--- src/hw/rtl/assert_macros.svh ---
`ifndef ASSERT_MACROS_SVH
`define ASSERT_MACROS_SVH

// Immediate implication, sampled on clock, off while reset is high.
`define ASSERT_IMPLIES(label, ante, cons) \
   label: assert property (@(posedge clock) disable iff (reset) (ante) |-> (cons)) \
      else $error("implication check failed");

// Implication whose consequent must hold in the next cycle.
`define ASSERT_NEXT(label, ante, cons) \
   label: assert property (@(posedge clock) disable iff (reset) (ante) |=> (cons)) \
      else $error("next-cycle check failed");

`endif

--- src/hw/rtl/piota_pkg.sv ---
package piota_pkg;

   localparam logic [1:0] OP_CYCLE = 2'd0;
   localparam logic [1:0] OP_READ  = 2'd1;
   localparam logic [1:0] OP_WRITE = 2'd2;

   localparam logic [3:0] REG_ORB   = 4'd0;
   localparam logic [3:0] REG_ORA   = 4'd1;
   localparam logic [3:0] REG_DDRB  = 4'd2;
   localparam logic [3:0] REG_DDRA  = 4'd3;
   localparam logic [3:0] REG_T1CL  = 4'd4;
   localparam logic [3:0] REG_T1CH  = 4'd5;
   localparam logic [3:0] REG_T1LL  = 4'd6;
   localparam logic [3:0] REG_T1LH  = 4'd7;
   localparam logic [3:0] REG_T2CL  = 4'd8;
   localparam logic [3:0] REG_T2CH  = 4'd9;
   localparam logic [3:0] REG_SR    = 4'd10;
   localparam logic [3:0] REG_ACR   = 4'd11;
   localparam logic [3:0] REG_PCR   = 4'd12;
   localparam logic [3:0] REG_IFR   = 4'd13;
   localparam logic [3:0] REG_IER   = 4'd14;
   localparam logic [3:0] REG_ORA_NH = 4'd15;

   localparam logic [6:0] FLG_CA2 = 7'h01;
   localparam logic [6:0] FLG_CA1 = 7'h02;
   localparam logic [6:0] FLG_CB1 = 7'h10;
   localparam logic [6:0] FLG_T2  = 7'h20;
   localparam logic [6:0] FLG_T1  = 7'h40;

   localparam logic [15:0] TIMER_WRAP = 16'hFFFF;

endpackage

--- src/hw/rtl/parallel_io_timer_interrupt_adapter.sv ---
// Pipeline: an accepted transfer passes through the input register, then the
// result register.
// Throughput: one item per cycle; a stalled result holds the input register,
// which then stalls the input side.
// Reset (synchronous, active high) clears all ports, timers, flags, enables,
// strobe and edge history to zero and empties both pipeline registers.
`include "assert_macros.svh"

module parallel_io_timer_interrupt_adapter import piota_pkg::*; (
   input  logic       clock,
   input  logic       reset,
   input  logic       req_valid,
   output logic       req_ready,
   input  logic [1:0] req_operation,
   input  logic [3:0] req_reg_addr,
   input  logic [7:0] req_write_data,
   input  logic       req_side_effect,
   input  logic [7:0] req_port_a_in,
   input  logic [7:0] req_port_b_in,
   input  logic       req_ca1_pin,
   input  logic       req_count_pin,
   output logic       rsp_valid,
   input  logic       rsp_ready,
   output logic [7:0] rsp_read_data,
   output logic       rsp_irq_out,
   output logic [7:0] rsp_port_a_out,
   output logic [7:0] rsp_port_a_dir,
   output logic [7:0] rsp_port_b_out,
   output logic [7:0] rsp_port_b_dir,
   output logic       rsp_pb7_timer_out,
   output logic       rsp_access_strobe
);

   // input register
   logic       s1_valid_ff, s1_valid_in;
   logic [1:0] s1_op_ff;
   logic [3:0] s1_addr_ff;
   logic [7:0] s1_data_ff;
   logic       s1_eff_ff;
   logic [7:0] s1_pa_ff, s1_pb_ff;
   logic       s1_ca1_ff, s1_cnt_ff;

   // block state
   logic [7:0]  pa_out_ff, pa_out_in, pb_out_ff, pb_out_in;
   logic [7:0]  pa_dir_ff, pa_dir_in, pb_dir_ff, pb_dir_in;
   logic [15:0] t1_cnt_ff, t1_cnt_in, t1_latch_ff, t1_latch_in;
   logic [15:0] t2_cnt_ff, t2_cnt_in, t2_latch_ff, t2_latch_in;
   logic        t1_act_ff, t1_act_in, t2_act_ff, t2_act_in;
   logic        t1_out_ff, t1_out_in;
   logic [7:0]  sr_ff, sr_in, acr_ff, acr_in, pcr_ff, pcr_in;
   logic [6:0]  flag_ff, flag_in, en_ff, en_in;
   logic        strobe_ff, strobe_in, strobe_phase_ff, strobe_phase_in;
   logic        prev_ca1_ff, prev_ca1_in, prev_cnt_ff, prev_cnt_in;

   // result register
   logic       rsp_valid_ff, rsp_valid_in;
   logic [7:0] rsp_rd_ff, rsp_rd_in;
   logic       rsp_irq_ff;

   logic       advance;
   logic [7:0] pa_val, pb_val;
   logic       ca1_edge, count_rise;

   assign advance     = s1_valid_ff && (!rsp_valid_ff || rsp_ready);
   assign req_ready   = !s1_valid_ff || advance;
   assign s1_valid_in = req_ready ? req_valid : s1_valid_ff;
   assign rsp_valid_in = advance ? 1'b1 : (rsp_valid_ff && !rsp_ready);

   assign pa_val = (pa_out_ff & pa_dir_ff) | (s1_pa_ff & ~pa_dir_ff);
   always_comb begin
      pb_val = (pb_out_ff & pb_dir_ff) | (s1_pb_ff & ~pb_dir_ff);
      if (acr_ff[7]) begin
         pb_val[7] = t1_out_ff;
      end
   end

   assign ca1_edge = pcr_ff[0] ? (s1_ca1_ff && !prev_ca1_ff) : (!s1_ca1_ff && prev_ca1_ff);
   assign count_rise = s1_cnt_ff && !prev_cnt_ff;

   always_comb begin
      pa_out_in = pa_out_ff;
      pb_out_in = pb_out_ff;
      pa_dir_in = pa_dir_ff;
      pb_dir_in = pb_dir_ff;
      t1_cnt_in = t1_cnt_ff;
      t1_latch_in = t1_latch_ff;
      t2_cnt_in = t2_cnt_ff;
      t2_latch_in = t2_latch_ff;
      t1_act_in = t1_act_ff;
      t2_act_in = t2_act_ff;
      t1_out_in = t1_out_ff;
      sr_in = sr_ff;
      acr_in = acr_ff;
      pcr_in = pcr_ff;
      flag_in = flag_ff;
      en_in = en_ff;
      strobe_in = strobe_ff;
      strobe_phase_in = strobe_phase_ff;
      prev_ca1_in = prev_ca1_ff;
      prev_cnt_in = prev_cnt_ff;
      rsp_rd_in = 8'h00;

      if (advance) begin
         case (s1_op_ff)
            OP_CYCLE: begin
               // strobe lasts through the next cycle item; only count bit 0 matters
               strobe_in = strobe_ff & strobe_phase_ff;
               strobe_phase_in = ~strobe_phase_ff;
               if (ca1_edge) begin
                  flag_in = flag_in | FLG_CA1;
               end
               prev_ca1_in = s1_ca1_ff;
               prev_cnt_in = s1_cnt_ff;
               if (t1_act_ff) begin
                  if (t1_cnt_ff == 16'h0000) begin
                     t1_cnt_in = t1_latch_ff;
                     if (acr_ff[7]) begin
                        t1_out_in = acr_ff[6] ? ~t1_out_ff : 1'b1;
                     end
                     flag_in = flag_in | FLG_T1;
                     if (!acr_ff[6]) begin
                        t1_act_in = 1'b0;
                     end
                  end else begin
                     t1_cnt_in = t1_cnt_ff - 16'd1;
                  end
               end
               if (t2_act_ff && (!acr_ff[5] || count_rise)) begin
                  if (t2_cnt_ff == 16'h0000) begin
                     t2_cnt_in = TIMER_WRAP;
                     flag_in = flag_in | FLG_T2;
                     t2_act_in = 1'b0;
                  end else begin
                     t2_cnt_in = t2_cnt_ff - 16'd1;
                  end
               end
            end
            OP_READ: begin
               case (s1_addr_ff)
                  REG_ORB: begin
                     rsp_rd_in = pb_val;
                     if (s1_eff_ff) begin
                        flag_in = flag_ff & ~FLG_CB1;
                        strobe_in = 1'b1;
                        strobe_phase_in = 1'b1;
                     end
                  end
                  REG_ORA: begin
                     rsp_rd_in = pa_val;
                     if (s1_eff_ff) begin
                        flag_in = flag_ff & ~(FLG_CA1 | FLG_CA2);
                     end
                  end
                  REG_DDRB: rsp_rd_in = pb_dir_ff;
                  REG_DDRA: rsp_rd_in = pa_dir_ff;
                  REG_T1CL: begin
                     rsp_rd_in = t1_cnt_ff[7:0];
                     if (s1_eff_ff) begin
                        flag_in = flag_ff & ~FLG_T1;
                     end
                  end
                  REG_T1CH: rsp_rd_in = t1_cnt_ff[15:8];
                  REG_T1LL: rsp_rd_in = t1_latch_ff[7:0];
                  REG_T1LH: rsp_rd_in = t1_latch_ff[15:8];
                  REG_T2CL: begin
                     rsp_rd_in = t2_cnt_ff[7:0];
                     if (s1_eff_ff) begin
                        flag_in = flag_ff & ~FLG_T2;
                     end
                  end
                  REG_T2CH: rsp_rd_in = t2_cnt_ff[15:8];
                  REG_SR:   rsp_rd_in = sr_ff;
                  REG_ACR:  rsp_rd_in = acr_ff;
                  REG_PCR:  rsp_rd_in = pcr_ff;
                  REG_IFR:  rsp_rd_in = {|(flag_ff & en_ff), flag_ff};
                  REG_IER:  rsp_rd_in = {1'b1, en_ff};
                  default: begin
                     rsp_rd_in = pa_val;
                     if (s1_eff_ff) begin
                        flag_in = flag_ff & ~FLG_CA1;
                     end
                  end
               endcase
            end
            OP_WRITE: begin
               case (s1_addr_ff)
                  REG_ORB: begin
                     pb_out_in = s1_data_ff;
                     strobe_in = 1'b1;
                     strobe_phase_in = 1'b1;
                  end
                  REG_ORA, REG_ORA_NH: pa_out_in = s1_data_ff;
                  REG_DDRB: pb_dir_in = s1_data_ff;
                  REG_DDRA: pa_dir_in = s1_data_ff;
                  REG_T1CL, REG_T1LL: t1_latch_in = {t1_latch_ff[15:8], s1_data_ff};
                  REG_T1CH: begin
                     t1_latch_in = {s1_data_ff, t1_latch_ff[7:0]};
                     t1_cnt_in = {s1_data_ff, t1_latch_ff[7:0]};
                     if (acr_ff[7]) begin
                        t1_out_in = 1'b0;
                     end
                     t1_act_in = 1'b1;
                     flag_in = flag_ff & ~FLG_T1;
                  end
                  REG_T1LH: t1_latch_in = {s1_data_ff, t1_latch_ff[7:0]};
                  REG_T2CL: t2_latch_in = {t2_latch_ff[15:8], s1_data_ff};
                  REG_T2CH: begin
                     t2_latch_in = {s1_data_ff, t2_latch_ff[7:0]};
                     t2_cnt_in = {s1_data_ff, t2_latch_ff[7:0]};
                     t2_act_in = 1'b1;
                     flag_in = flag_ff & ~FLG_T2;
                  end
                  REG_SR:  sr_in = s1_data_ff;
                  REG_ACR: acr_in = s1_data_ff;
                  REG_PCR: pcr_in = s1_data_ff;
                  REG_IFR: flag_in = flag_ff & ~s1_data_ff[6:0];
                  default: begin
                     if (s1_data_ff[7]) begin
                        en_in = en_ff | s1_data_ff[6:0];
                     end else begin
                        en_in = en_ff & ~s1_data_ff[6:0];
                     end
                  end
               endcase
            end
            default: begin
               rsp_rd_in = 8'h00;
            end
         endcase
      end
   end

   always_ff @(posedge clock) begin
      if (req_ready) begin
         s1_op_ff   <= req_operation;
         s1_addr_ff <= req_reg_addr;
         s1_data_ff <= req_write_data;
         s1_eff_ff  <= req_side_effect;
         s1_pa_ff   <= req_port_a_in;
         s1_pb_ff   <= req_port_b_in;
         s1_ca1_ff  <= req_ca1_pin;
         s1_cnt_ff  <= req_count_pin;
      end
      if (advance) begin
         rsp_rd_ff  <= rsp_rd_in;
         rsp_irq_ff <= |(flag_in & en_in);
      end
   end

   always_ff @(posedge clock) begin
      if (reset) begin
         s1_valid_ff <= 1'b0;
         rsp_valid_ff <= 1'b0;
         pa_out_ff <= '0;
         pb_out_ff <= '0;
         pa_dir_ff <= '0;
         pb_dir_ff <= '0;
         t1_cnt_ff <= '0;
         t1_latch_ff <= '0;
         t2_cnt_ff <= '0;
         t2_latch_ff <= '0;
         t1_act_ff <= 1'b0;
         t2_act_ff <= 1'b0;
         t1_out_ff <= 1'b0;
         sr_ff <= '0;
         acr_ff <= '0;
         pcr_ff <= '0;
         flag_ff <= '0;
         en_ff <= '0;
         strobe_ff <= 1'b0;
         strobe_phase_ff <= 1'b0;
         prev_ca1_ff <= 1'b0;
         prev_cnt_ff <= 1'b0;
      end else begin
         s1_valid_ff <= s1_valid_in;
         rsp_valid_ff <= rsp_valid_in;
         pa_out_ff <= pa_out_in;
         pb_out_ff <= pb_out_in;
         pa_dir_ff <= pa_dir_in;
         pb_dir_ff <= pb_dir_in;
         t1_cnt_ff <= t1_cnt_in;
         t1_latch_ff <= t1_latch_in;
         t2_cnt_ff <= t2_cnt_in;
         t2_latch_ff <= t2_latch_in;
         t1_act_ff <= t1_act_in;
         t2_act_ff <= t2_act_in;
         t1_out_ff <= t1_out_in;
         sr_ff <= sr_in;
         acr_ff <= acr_in;
         pcr_ff <= pcr_in;
         flag_ff <= flag_in;
         en_ff <= en_in;
         strobe_ff <= strobe_in;
         strobe_phase_ff <= strobe_phase_in;
         prev_ca1_ff <= prev_ca1_in;
         prev_cnt_ff <= prev_cnt_in;
      end
   end

   // port, timer-out and strobe results mirror state once the transfer is done
   assign rsp_valid         = rsp_valid_ff;
   assign rsp_read_data     = rsp_rd_ff;
   assign rsp_irq_out       = rsp_irq_ff;
   assign rsp_port_a_out    = pa_out_ff;
   assign rsp_port_a_dir    = pa_dir_ff;
   assign rsp_port_b_out    = pb_out_ff;
   assign rsp_port_b_dir    = pb_dir_ff;
   assign rsp_pb7_timer_out = t1_out_ff;
   assign rsp_access_strobe = strobe_ff;

   `ASSERT_IMPLIES(a_irq_matches_state, rsp_valid_ff, rsp_irq_ff == |(flag_ff & en_ff))
   `ASSERT_IMPLIES(a_empty_takes_input, !s1_valid_ff, req_ready)
   `ASSERT_NEXT(a_stall_keeps_item, s1_valid_ff && !advance, s1_valid_ff)
   `ASSERT_NEXT(a_t2_expiry_flags, advance && s1_op_ff == OP_CYCLE && t2_act_ff &&
      !acr_ff[5] && t2_cnt_ff == 16'h0000, !t2_act_ff && flag_ff[5])

endmodule
--- config.mk ---
export PLATFORM = sky130hd
export DESIGN_NAME = parallel_io_timer_interrupt_adapter
export DESIGN_NICKNAME = d
export VERILOG_FILES = /design/src/hw/rtl/piota_pkg.sv /design/src/hw/rtl/parallel_io_timer_interrupt_adapter.sv
export VERILOG_INCLUDE_DIRS = /design/src /design/src/hw/rtl
export SDC_FILE = /design/constraint.sdc
export NUM_CORES = 1
export LEC_CHECK = 0
export BUFFER_PORTS_ARGS = -buffer_cell sky130_fd_sc_hd__buf_2
export CAP_MARGIN = 5
export CORE_MARGIN = 1
export CORE_UTILIZATION = 60
export CTS_CLUSTER_DIAMETER = 30
export CTS_CLUSTER_SIZE = 20
export DETAILED_ROUTE_END_ITERATION = 10
export PLACE_DENSITY = 0.8
export SLEW_MARGIN = 40
export SYNTH_ARGS = -nofsm -noshare
export SYNTH_HDL_FRONTEND = slang
export SYNTH_SLANG_ARGS = --single-unit
--- constraint.sdc ---
create_clock -name clock -period 3.9 [get_ports clock]
set_input_delay 0.78 -clock clock [delete_from_list [all_inputs] [get_ports clock]]
set_output_delay 0.78 -clock clock [all_outputs]
set_load 0.05 [all_outputs]
# ---- Yosys cells after proc, flatten, opt, wreduce, memory -nomap -nowiden
# Cells that the tools add are included.
dict set report totals {
  register_bits 177
  out_inout_bits 45
  word_cells 182
}
dict set report op_classes {
  addsub 2
  eq_ne 28
  mux 53
  bitwise 20
  reduce_logical 46
}
# operator count
set op_table {}
lappend op_table {{one-hot mux 8 bit (14 select lines)} 1}
lappend op_table {{2-to-1 mux 16 bit} 6}
lappend op_table {{one-hot mux 16 bit (2 select lines)} 3}
lappend op_table {{2-to-1 mux 7 bit} 8}
lappend op_table {{one-hot mux 7 bit (3 select lines)} 2}
lappend op_table {{one-hot mux 7 bit (5 select lines)} 1}
lappend op_table {{AND 8 bit} 4}
lappend op_table {{equality test 4 bit, second input constant} 8}
lappend op_table {{logical NOT 16 bit} 2}
lappend op_table {{subtractor 16 x 1 -> 16 bit, second input constant} 2}
lappend op_table {{AND 7 bit} 4}
lappend op_table {{AND reduction 3 bit} 8}
lappend op_table {{!= test 2 bit, second input constant} 11}
lappend op_table {{AND reduction 4 bit} 5}
lappend op_table {{2-to-1 mux 1 bit} 19}
lappend op_table {{2-to-1 mux 6 bit} 3}
lappend op_table {{equality test 4 x 3 -> 1 bit, second input constant} 4}
lappend op_table {{inverter 8 bit} 2}
lappend op_table {{bitwise OR 8 bit} 2}
lappend op_table {{one-hot mux 8 bit (2 select lines)} 1}
lappend op_table {{OR reduction 15 bit} 1}
lappend op_table {{OR reduction 7 bit} 2}
lappend op_table {{OR reduction 11 bit} 1}
lappend op_table {{AND reduction 5 bit} 2}
lappend op_table {{other kinds (22)} 47}

# ---- Logic depth before layout (Yosys ltp)
# Gate-level depths: netlist (run 1).
dict set report depth {
  depth_word 12
  depth_mapped 11
  depth_no_buf 8
}

# ---- Worst setup path before layout (run 1)
# OpenSTA, ideal clock, no wires.
dict set report synth_timing {
  path_type {in2reg}
  startpoint {input port rsp_ready}
  endpoint {register pa_dir_ff[0] (netlist: rsp_port_a_dir[0])}
  setup_ps 128
  t_arrival_ps 2672
  required_ps 3772
  path_slack_ps 1100
  cell_stages 8
  path_buffers 1
  cell_sequence {nand2b_1 -> nand2_1 -> inv_1 -> nand2_1 -> buf_6 -> nor4_2 -> mux2i_1 -> nor2_1}
}
dict set report synth_between {
  elab_chain_cells 3
}
# item line_no
set synth_lines {}
lappend synth_lines {{start, declared} parallel_io_timer_interrupt_adapter.sv:23} ;# input logic rsp_ready,
lappend synth_lines {{logical OR 1 bit} parallel_io_timer_interrupt_adapter.sv:64} ;# assign advance = s1_valid_ff && (!rsp_valid_ff || rsp_ready);
lappend synth_lines {{logical AND 1 bit} parallel_io_timer_interrupt_adapter.sv:64}
lappend synth_lines {{via advance} parallel_io_timer_interrupt_adapter.sv:60} ;# logic advance;
lappend synth_lines {{AND reduction 3 bit (no line)} n/a}
lappend synth_lines {{end signal, assigned} parallel_io_timer_interrupt_adapter.sv:279} ;# pa_dir_ff <= pa_dir_in;
lappend synth_lines {{end, declared} parallel_io_timer_interrupt_adapter.sv:45} ;# logic [7:0] pa_dir_ff, pa_dir_in, pb_dir_ff, pb_dir_in;
# The timed path passes the listed nets, and every way through them passes these cells.
# A chain may end at the register's enable or synchronous reset.

# ---- Worst setup path after layout (run 1)
dict set report layout_timing {
  startpoint {register s1_addr_ff[0]}
  endpoint {register strobe_phase_ff}
}
dict set report layout_between {
  elab_chain_cells 3
  elab_cells_between_ends 4
  cone_classes {2 x eq/ne; 2 x reduce/logical}
}
# item line_no
set layout_lines {}
lappend layout_lines {{start, declared} parallel_io_timer_interrupt_adapter.sv:37} ;# logic [3:0] s1_addr_ff;
lappend layout_lines {{start signal, assigned} parallel_io_timer_interrupt_adapter.sv:236} ;# s1_addr_ff <= req_reg_addr;
lappend layout_lines {{logical NOT 4 bit (*)} {parallel_io_timer_interrupt_adapter.sv:139, parallel_io_timer_interrupt_adapter.sv:186}}
lappend layout_lines {{!= test 2 bit (no line)} n/a}
lappend layout_lines {{AND reduction 5 bit (no line) (*)} n/a}
lappend layout_lines {{end signal, assigned} parallel_io_timer_interrupt_adapter.sv:294} ;# strobe_phase_ff <= strobe_phase_in;
lappend layout_lines {{end, declared} parallel_io_timer_interrupt_adapter.sv:52} ;# logic strobe_ff, strobe_in, strobe_phase_ff, strobe_phase_in;
# Mark *: on every way between the ends. The rest lies on a longest branch, timed or not.

==> impl_metrics.ini, run 1 <==
[logic_synthesis]
synth_most_common_cell = nor2_1
synth.area.top_cells = dfxtp_1, edfxtp_1, mux2i_1, nor2_1, a21oi_1
yosysSeqAreaShare_pct = 44.4
netlist_area_um2 = 8930
synth_cells = 990
synth_edf_count = 42
syn_nets = 1034
async_flop_share_pct = 0
synth_top_area_share_pct = 30.3
synth.distinct_cells = 74
synth_flop_cell = dfxtp_1
synth_seq_cells = 177
synth_top_cell_by_area = dfxtp_1
yosysWarnings = 0
ys_top_cells_by_count = nor2_1, dfxtp_1, mux2i_1, nand2_1
avgSynthCellArea_um2 = 9.02

[sta]
max_freq_ghz = 0.329
fin_crit_ns = 3.04
setup_viol = 0
final_hold_viol_count = 0
fin_crit_sh_pct = 77.8
grt_setup_unrepaired = false
worst-slew-pin-transition_ns = 0.900
drv_slew = 0
tns_ns = 0
skew_ns = 0.0122
slew_headroom_pct = 40.0

[die]
rows = 44
io_pins = 82
initial_core_util_pct = 61.5
core_um2 = 14500
die_x_um = 124
die_area_um2 = 15400
dieHeight_um = 124

[detailed_routing]
ant_nets = 0
routed_wl_um = 27500
drtIter0Drc = 1118
via_per_inst = 6.72
routedWlPerCell_um = 22.1
vias = 8352
drc = 0
drt-pass1-iter-count = 6

[setup_path]
start_kind = flip-flop
path_buf_inv = 3
cpPeakStageDelay_ns = 0.70
worstSetupPathType = flip-flop to flip-flop
path_delay_family = simple AND/OR/NAND/NOR gates
cp_max_fo = 20
crit_chain = buf_4, nor2_1, nand2_1, a2111oi_0, buf_4, inv_1, nor3b_1, nor3_1
required_ns = 4.20
end_kind = flip-flop
cp_slowest_cell = edfxtp_1
path_common_cell = buf_4
r2r-start = s1_addr_ff[0]
critPathLaunch = s1_addr_ff[0]
arrival_ns = 3.34

[clocking]
cts.reportedPaths.clkPinSlew_ns = 0.08
cts.sinks = 177
holdBufCountCts = 0
h-tree-depth = 4
cts-root-buf = clkbuf_16
tritoncts = yes
cts_setup_buffers = 0
numCtsBuffers = 17
cts_max_path_buffers = 2
cts_resized = 0
clk_latency_ns = 0.44

[global_route]
grt_util_met3_pct = 9.07
grt.busiest_layer = met2
antenna_found_initial = 0
grt_pass1_wl_um = 42200
grt_pass1_vias = 7578
grt_max_degree = 78
grt.met1_usage_pct = 50.4
grt_util_all_layers_pct = 36.9
grt-ovfl-total = 0
use_met2_pct = 54.9

[pwr]
leakage_uw = 0.00370
powerDensity_nw_per_um2 = 416
clockPowerShare_pct = 39.6
p_sw_share_pct = 29.7
switchingPower_uw = 1250
p_int_uw = 2960
pwr-share-comb_pct = 12.9
power_frac_seq_pct = 47.6
ir_drop_mv = 0.397

[placement]
place.port_buffers = 81
dpl.hpwl_um = 19100
routabilityCongestion = 0.987
dpl.cell_count = 1208

[finish]
diodes = 0
nNetsFinal = 1089
syn_to_final_growth_pct = 13.3
fin_cells = 1242
drive_gt1_share_pct = 15.8

[outcome]
status = finished clean

[hold_path]
hold_start = rsp_access_strobe
holdCritPathClass = flip-flop to flip-flop

[flow_run]
cap_violations = 0
==> through the flow <==
| step | hold slack (ns) | total power [uW] | util (%) | setup slack [ns] | area [um^2] |
|---|---|---|---|---|---|
| after CTS | 0.483 | 4190 | 69.2 | 0.913 | 10100 |
| final | 0.484 | 4210 | 69.6 | 0.864 | 10100 |
| after floorplan | 0.451 | 2390 | - | 1.10 | 8930 |
| after global routing | 0.505 | 4340 | 69.6 | 0.775 | 10100 |
| after detailed placement | 0.473 | 2560 | 65.3 | 0.838 | 9490 |
| after global placement | 0.455 | 2550 | 65.2 | 0.936 | 9470 |
==> cells by family after synthesis <==
logic type,after synthesis,synth area share [%]
and+or+nand+nor,370,20.2
AOI/OAI and AO/OA,222,16.5
DFF,177,44.4
muxes,115,13.2
buffers and inverters,92,4.13
xor gates and xnor gates,7,0.686
adders and majority gates,7,0.980
==> layout make-up <==
type / instances / area (um^2)
fillers: 1145 / 4410
flip-flops and latches: 177 / 3960
clock buffers: 17 / 425
multi-input cells: 721 / 4640
repair buffers: 107 / 631
clock inverters: 15 / 150
well taps: 184 / 230
inverters: 21 / 78.8
==> final timing paths <==
| kind | slack [ns] | endpoint | cells after the start |
|---|---|---|---|
| setup reg to reg | 0.86 | strobe_phase_ff | 8 |
| hold / removal | 0.48 | rsp_access_strobe | 2 |
| hold reg to reg | 0.48 | rsp_access_strobe | 2 |
| setup / recovery | 0.86 | strobe_phase_ff | 8 |
==> worst register-to-register path, stage by stage (launching register included) <==
cell	delay (ns)
edfxtp_1	0.70
buf_4	0.35
nor2_1	0.25
nand2_1	0.42
a2111oi_0	0.66
buf_4	0.21
inv_1	0.05
nor3b_1	0.20
nor3_1	0.07
==> power groups by stage <==
stage | sequential (uW) | combinational (uW) | clock, uW
after detailed placement | 2040 | 513 | 0
final | 2000 | 543 | 1670
after floorplan | 2010 | 380 | 0
after global placement | 2050 | 504 | 0
after CTS | 2000 | 516 | 1670
after global routing | 2000 | 590 | 1740
==> registers in the layout (all words and copies together) (netlist names), 2 cells and up <==
register        count
rsp_port_b_dir      8
flag_ff             7
acr_ff              8
s1_data_ff          8
sr_ff               8
rsp_port_b_out      8
t2_cnt_ff          16
t1_latch_ff        16
pcr_ff              8
t2_latch_ff         8
rsp_port_a_dir      8
s1_op_ff            2
t1_cnt_ff          16
s1_addr_ff          4
rsp_read_data       8
s1_pa_ff            8
en_ff               7
s1_pb_ff            8
rsp_port_a_out      8
==> routing by layer <==
layer	wire length (um)	share of wire, %
met2	12300	45
met4	1170	4.3
met1	11100	40
met3	3000	11
met5	0	0
==> cells in the final DEF, fill, tap and decap left out, types with 5 or more instances in the layout <==
cell / instances
nor3_1: 29
nor4_1: 9
nand4_1: 6
o22ai_1: 8
dfxtp_1: 135
or4_1: 5
a21boi_0: 6
mux2_2: 9
buf_2: 80
nor3b_1: 5
or3_1: 5
nor2b_1: 14
and3_1: 5
a221oi_1: 7
o21ai_0: 47
a32oi_1: 5
a31oi_1: 8
nand3_1: 16
a311oi_1: 6
a2111oi_0: 5
buf_4: 23
mux2i_1: 105
nand4b_1: 5
inv_1: 21
nand2_1: 58
a211oi_1: 10
edfxtp_1: 42
nor2_1: 170
clkbuf_16: 17
nand2b_1: 16
ha_1: 6
a21oi_1: 55
a22oi_1: 16
inv_8: 5
Note: power is estimated with default switching activity, not from simulation.
==> run 2, diff against run 1 <==
- clock period: 3.9 -> 2.9 ns (I/O delays scaled with it)
==> impl_metrics.ini, run 2 (same netlist as run 1, synthesis figures left out) <==
[die]
io_pins = 82
dieHeight_um = 124
die_x_um = 124
core_um2 = 14500
initial_core_util_pct = 61.5
die_area_um2 = 15400
rows = 44

[detailed_routing]
drtIter0Drc = 1236
drc = 0
ant_nets = 0
drt-pass1-iter-count = 8
via_per_inst = 6.69
routedWlPerCell_um = 22.6
routed_wl_um = 28800
vias = 8530

[sta]
grt_setup_unrepaired = false
worst-slew-pin-transition_ns = 0.689
final_hold_viol_count = 0
fin_crit_sh_pct = 94.2
slew_headroom_pct = 54.0
drv_slew = 0
max_freq_ghz = 0.366
finalWorstSetupSlack_ns = 0.169
whs_ns = 0.307
tns_ns = 0
setup_viol = 0
fin_crit_ns = 2.73
skew_ns = 0.0106

[setup_path]
cpPeakStageDelay_ns = 0.54
critPathLaunch = s1_addr_ff[0]
path_common_cell = nor2_1
required_ns = 3.09
reg2reg_to = rsp_read_data[1]
worstSetupPathType = flip-flop to flip-flop
r2r-start = s1_addr_ff[0]
cp_slowest_cell = edfxtp_1
crit_chain = buf_4, nor2_1, nand2_1, nor3b_1, a2111oi_0, o221a_2, nor2_1
start_kind = flip-flop
path_buf_inv = 1
arrival_ns = 2.92
cp_max_fo = 27
path_delay_family = simple AND/OR/NAND/NOR gates
end_kind = flip-flop
r2r_slack_ns = 0.17
reg2reg_depth = 7

[placement]
routabilityCongestion = 0.992
place.port_buffers = 81
dpl.cell_count = 1243
dpl.hpwl_um = 20400
pre_cts_slack_ns = 0.223

[finish]
syn_to_final_growth_pct = 15.7
drive_gt1_share_pct = 18.1
final_cell_mix = nor2_1, dfxtp_1, mux2i_1
regArea_um2 = 3960
reg_top3 = t1_cnt_ff x16, t1_latch_ff x16, t2_cnt_ff x16
fin_cells = 1275
multi_input_area_um2 = 4610
final_common_cell = nor2_1
nNetsFinal = 1122
diodes = 0
num-fill-cells = 1145

[clocking]
h-tree-depth = 4
cts-root-buf = clkbuf_16
tritoncts = yes
cts.reportedPaths.clkPinSlew_ns = 0.07
clk_latency_ns = 0.44
cts_setup_buffers = 0
numCtsBuffers = 17
cts_max_path_buffers = 2
cts.sinks = 177

[global_route]
grt_util_all_layers_pct = 38.4
grt_pass1_wl_um = 43400
antenna_found_initial = 0
grt-ovfl-total = 0
grt_max_degree = 55
grt_pass1_vias = 7727

[hold_path]
hold_start = req_operation[1]
holdCritPathClass = input port to flip-flop
hold_depth = 1
whs_endpoint = s1_op_ff[1]

[outcome]
status = finished clean

[pwr]
ir_drop_mv = 0.430
powerDensity_nw_per_um2 = 548
leakage_uw = 0.00383

[flow_run]
cap_violations = 0
run 2: cell count changes in the layout (fill, tap and decap cells not counted), sizes merged:
cell      change
buf          +33
clkbuf        +1
clkinv        -3
clkinvlp      +2
run 2: how the worst max path moves through the flow:
stage,end,slack [ns],cells past startpoint
floorplan,rsp_port_a_dir[0],0.30,8
detailed placement,strobe_phase_ff,0.22,8
global placement,strobe_phase_ff,0.24,8
global route,rsp_irq_out,0.06,8
CTS,strobe_phase_ff,0.21,8
finish,rsp_read_data[1],0.17,7
run 2: final cells by class:
cell class,instances,area share (%)
Multi-Input combinational cell,721,44.6
Tap cell,184,2.23
Inverter,21,0.763
Clock inverter,14,1.19
Timing Repair Buffer,140,8.67
Sequential cell,177,38.4
Clock buffer,18,4.15
run 2: per-stage QoR:
stage | utilization [%] | power (uW) | area, um^2
4_1_cts | 71.1 | 5630 | 10300
5_1_grt | 71.1 | 5820 | 10300
3_3_place_gp | 67.1 | 3470 | 9750
2_1_floorplan | - | 3210 | 8930
6_report | 71.1 | 5670 | 10300
3_5_place_dp | 67.3 | 3480 | 9780
run 2: routing by layer:
metal,part of all wire (%),GRT usage [%],vias up
li1,-,-,3781
met1,41,51.9,4080
met2,44,57.5,542
met3,11,9.80,127
met4,4.4,18.0,0
met5,0,0,-
run 2: power by group:
part / switching, uW / internal (uW) / total, uW
clock network: 1080 / 1130 / 2210
registers: 72.4 / 2580 / 2650
logic: 519 / 285 / 803
total: 1670 / 3990 / 5670
run 2: what timing repair did:
item                       CTS  global route
hold buffers                 0             0
hold endpoints to repair     0             0
setup endpoints to repair    0             1
resized for setup            0             1
==> run 3, diff against run 2 <==
- CORE_MARGIN: 1 -> unset
- clock period: 2.9 -> 3.3 ns (I/O delays scaled with it)
==> impl_metrics.ini, run 3 (same netlist as run 1, synthesis figures left out) <==
[sta]
whs_ns = 0.387
tns_ns = 0
grt_setup_unrepaired = false
slew_headroom_pct = 44.4
fin_crit_ns = 2.84
setup_viol = 0
worst-slew-pin-transition_ns = 0.833
drv_slew = 0
fin_crit_sh_pct = 86.1
finalWorstSetupSlack_ns = 0.457
max_freq_ghz = 0.352
skew_ns = 0.00977
final_hold_viol_count = 0

[setup_path]
cpPeakStageDelay_ns = 0.71
required_ns = 3.59
end_kind = flip-flop
worstSetupPathType = flip-flop to flip-flop
arrival_ns = 3.14
cp_slowest_cell = a2111oi_0
reg2reg_depth = 8
crit_chain = buf_4, nor2_1, nand2_1, a2111oi_0, buf_4, inv_1, nor3b_1, nor3_1
cp_max_fo = 19
path_common_cell = buf_4
start_kind = flip-flop

[detailed_routing]
drc = 0
ant_nets = 0
drtIter0Drc = 1073
drt-pass1-iter-count = 7
routedWlPerCell_um = 22.7
routed_wl_um = 28600
via_per_inst = 6.63
vias = 8357

[clocking]
clk_latency_ns = 0.44
cts.reportedPaths.clkPinSlew_ns = 0.07
tritoncts = yes
h-tree-depth = 4
cts-root-buf = clkbuf_16
cts_max_path_buffers = 2
cts_resized = 0
numCtsBuffers = 17
holdBufCountCts = 0
cts_setup_buffers = 0
cts.sinks = 177

[placement]
routabilityCongestion = 1.01
pre_cts_slack_ns = 0.569
dpl.cell_count = 1227
place.port_buffers = 81
dpl.hpwl_um = 20000

[global_route]
grt_max_degree = 64
grt_util_all_layers_pct = 38.1
grt_pass1_wl_um = 42700
grt_pass1_vias = 7556
antenna_found_initial = 0
grt-ovfl-total = 0

[outcome]
status = finished clean

[die]
die_x_um = 124
die_area_um2 = 15400
dieHeight_um = 124
rows = 44
core_um2 = 14500
initial_core_util_pct = 61.5
io_pins = 82

[hold_path]
holdCritPathClass = input port to flip-flop
hold_depth = 1

[finish]
nNetsFinal = 1107
diodes = 0
final_common_cell = nor2_1
final_util_pct = 70.3
fin_cells = 1260
syn_to_final_growth_pct = 14.3
final_cell_mix = nor2_1, dfxtp_1, mux2i_1
drive_gt1_share_pct = 17.1
reg_top3 = t1_cnt_ff x16, t1_latch_ff x16, t2_cnt_ff x16

[flow_run]
cap_violations = 0

[pwr]
ir_drop_mv = 0.428
leakage_uw = 0.00376
powerDensity_nw_per_um2 = 490
## run 3: changes by cell type in the layout (fill, tap and decap cells not counted), moves of 2 or more
cell and change:
buf_6 -2, inv_6 +2, clkinv_8 +2, buf_12 -3, clkinv_2 -2, buf_4 -11, inv_8 -2
## run 3: report_power, final
group | switching (uW) | internal, uW
clock network | 965 | 1020
logic | 445 | 235
registers | 67.1 | 2270
total | 1480 | 3520
## run 3: area by class of cell
type / count / area (um^2)
multi-input combinational: 721 / 4610
fill: 1188 / 4320
sequential: 177 / 3960
timing repair buffer: 125 / 746
clock buffer: 18 / 439
tap: 184 / 230
clock inverter: 14 / 141
inverter: 21 / 78.8
## run 3: per-layer routing
metal / vias to the layer above / GRT usage [%] / part of all wire (%)
li1: 3764 / - / -
met4: 0 / 17.4 / 4.6
met1: 3957 / 49.8 / 40
met2: 512 / 59.0 / 45
met3: 124 / 9.98 / 10
met5: - / 0 / 0
## run 3: metrics by stage
stage | area [um^2] | power [uW]
6_report | 10200 | 5000
5_1_grt | 10200 | 5150
4_1_cts | 10200 | 4980
3_5_place_dp | 9610 | 3030
3_3_place_gp | 9610 | 3030
2_1_floorplan | 8930 | 2820
## run 3: path summary, 6_finish.rpt
kind / startpoint / end / slack (ns)
min: req_port_a_in[0] / s1_pa_ff[0] / 0.39
max: s1_addr_ff[0] / strobe_phase_ff / 0.46
min reg2reg: rsp_access_strobe / rsp_access_strobe / 0.48
max reg2reg: s1_addr_ff[0] / strobe_phase_ff / 0.46
## run 3: worst max-delay path, delay by kind of cell (launching register included)
family | cells | cell delay [ns]
AND/OR/NAND/NOR | 4 | 0.76
AO/OA/AOI/OAI | 1 | 0.71
buffers and inverters | 3 | 0.60
flip-flops | 1 | 0.64
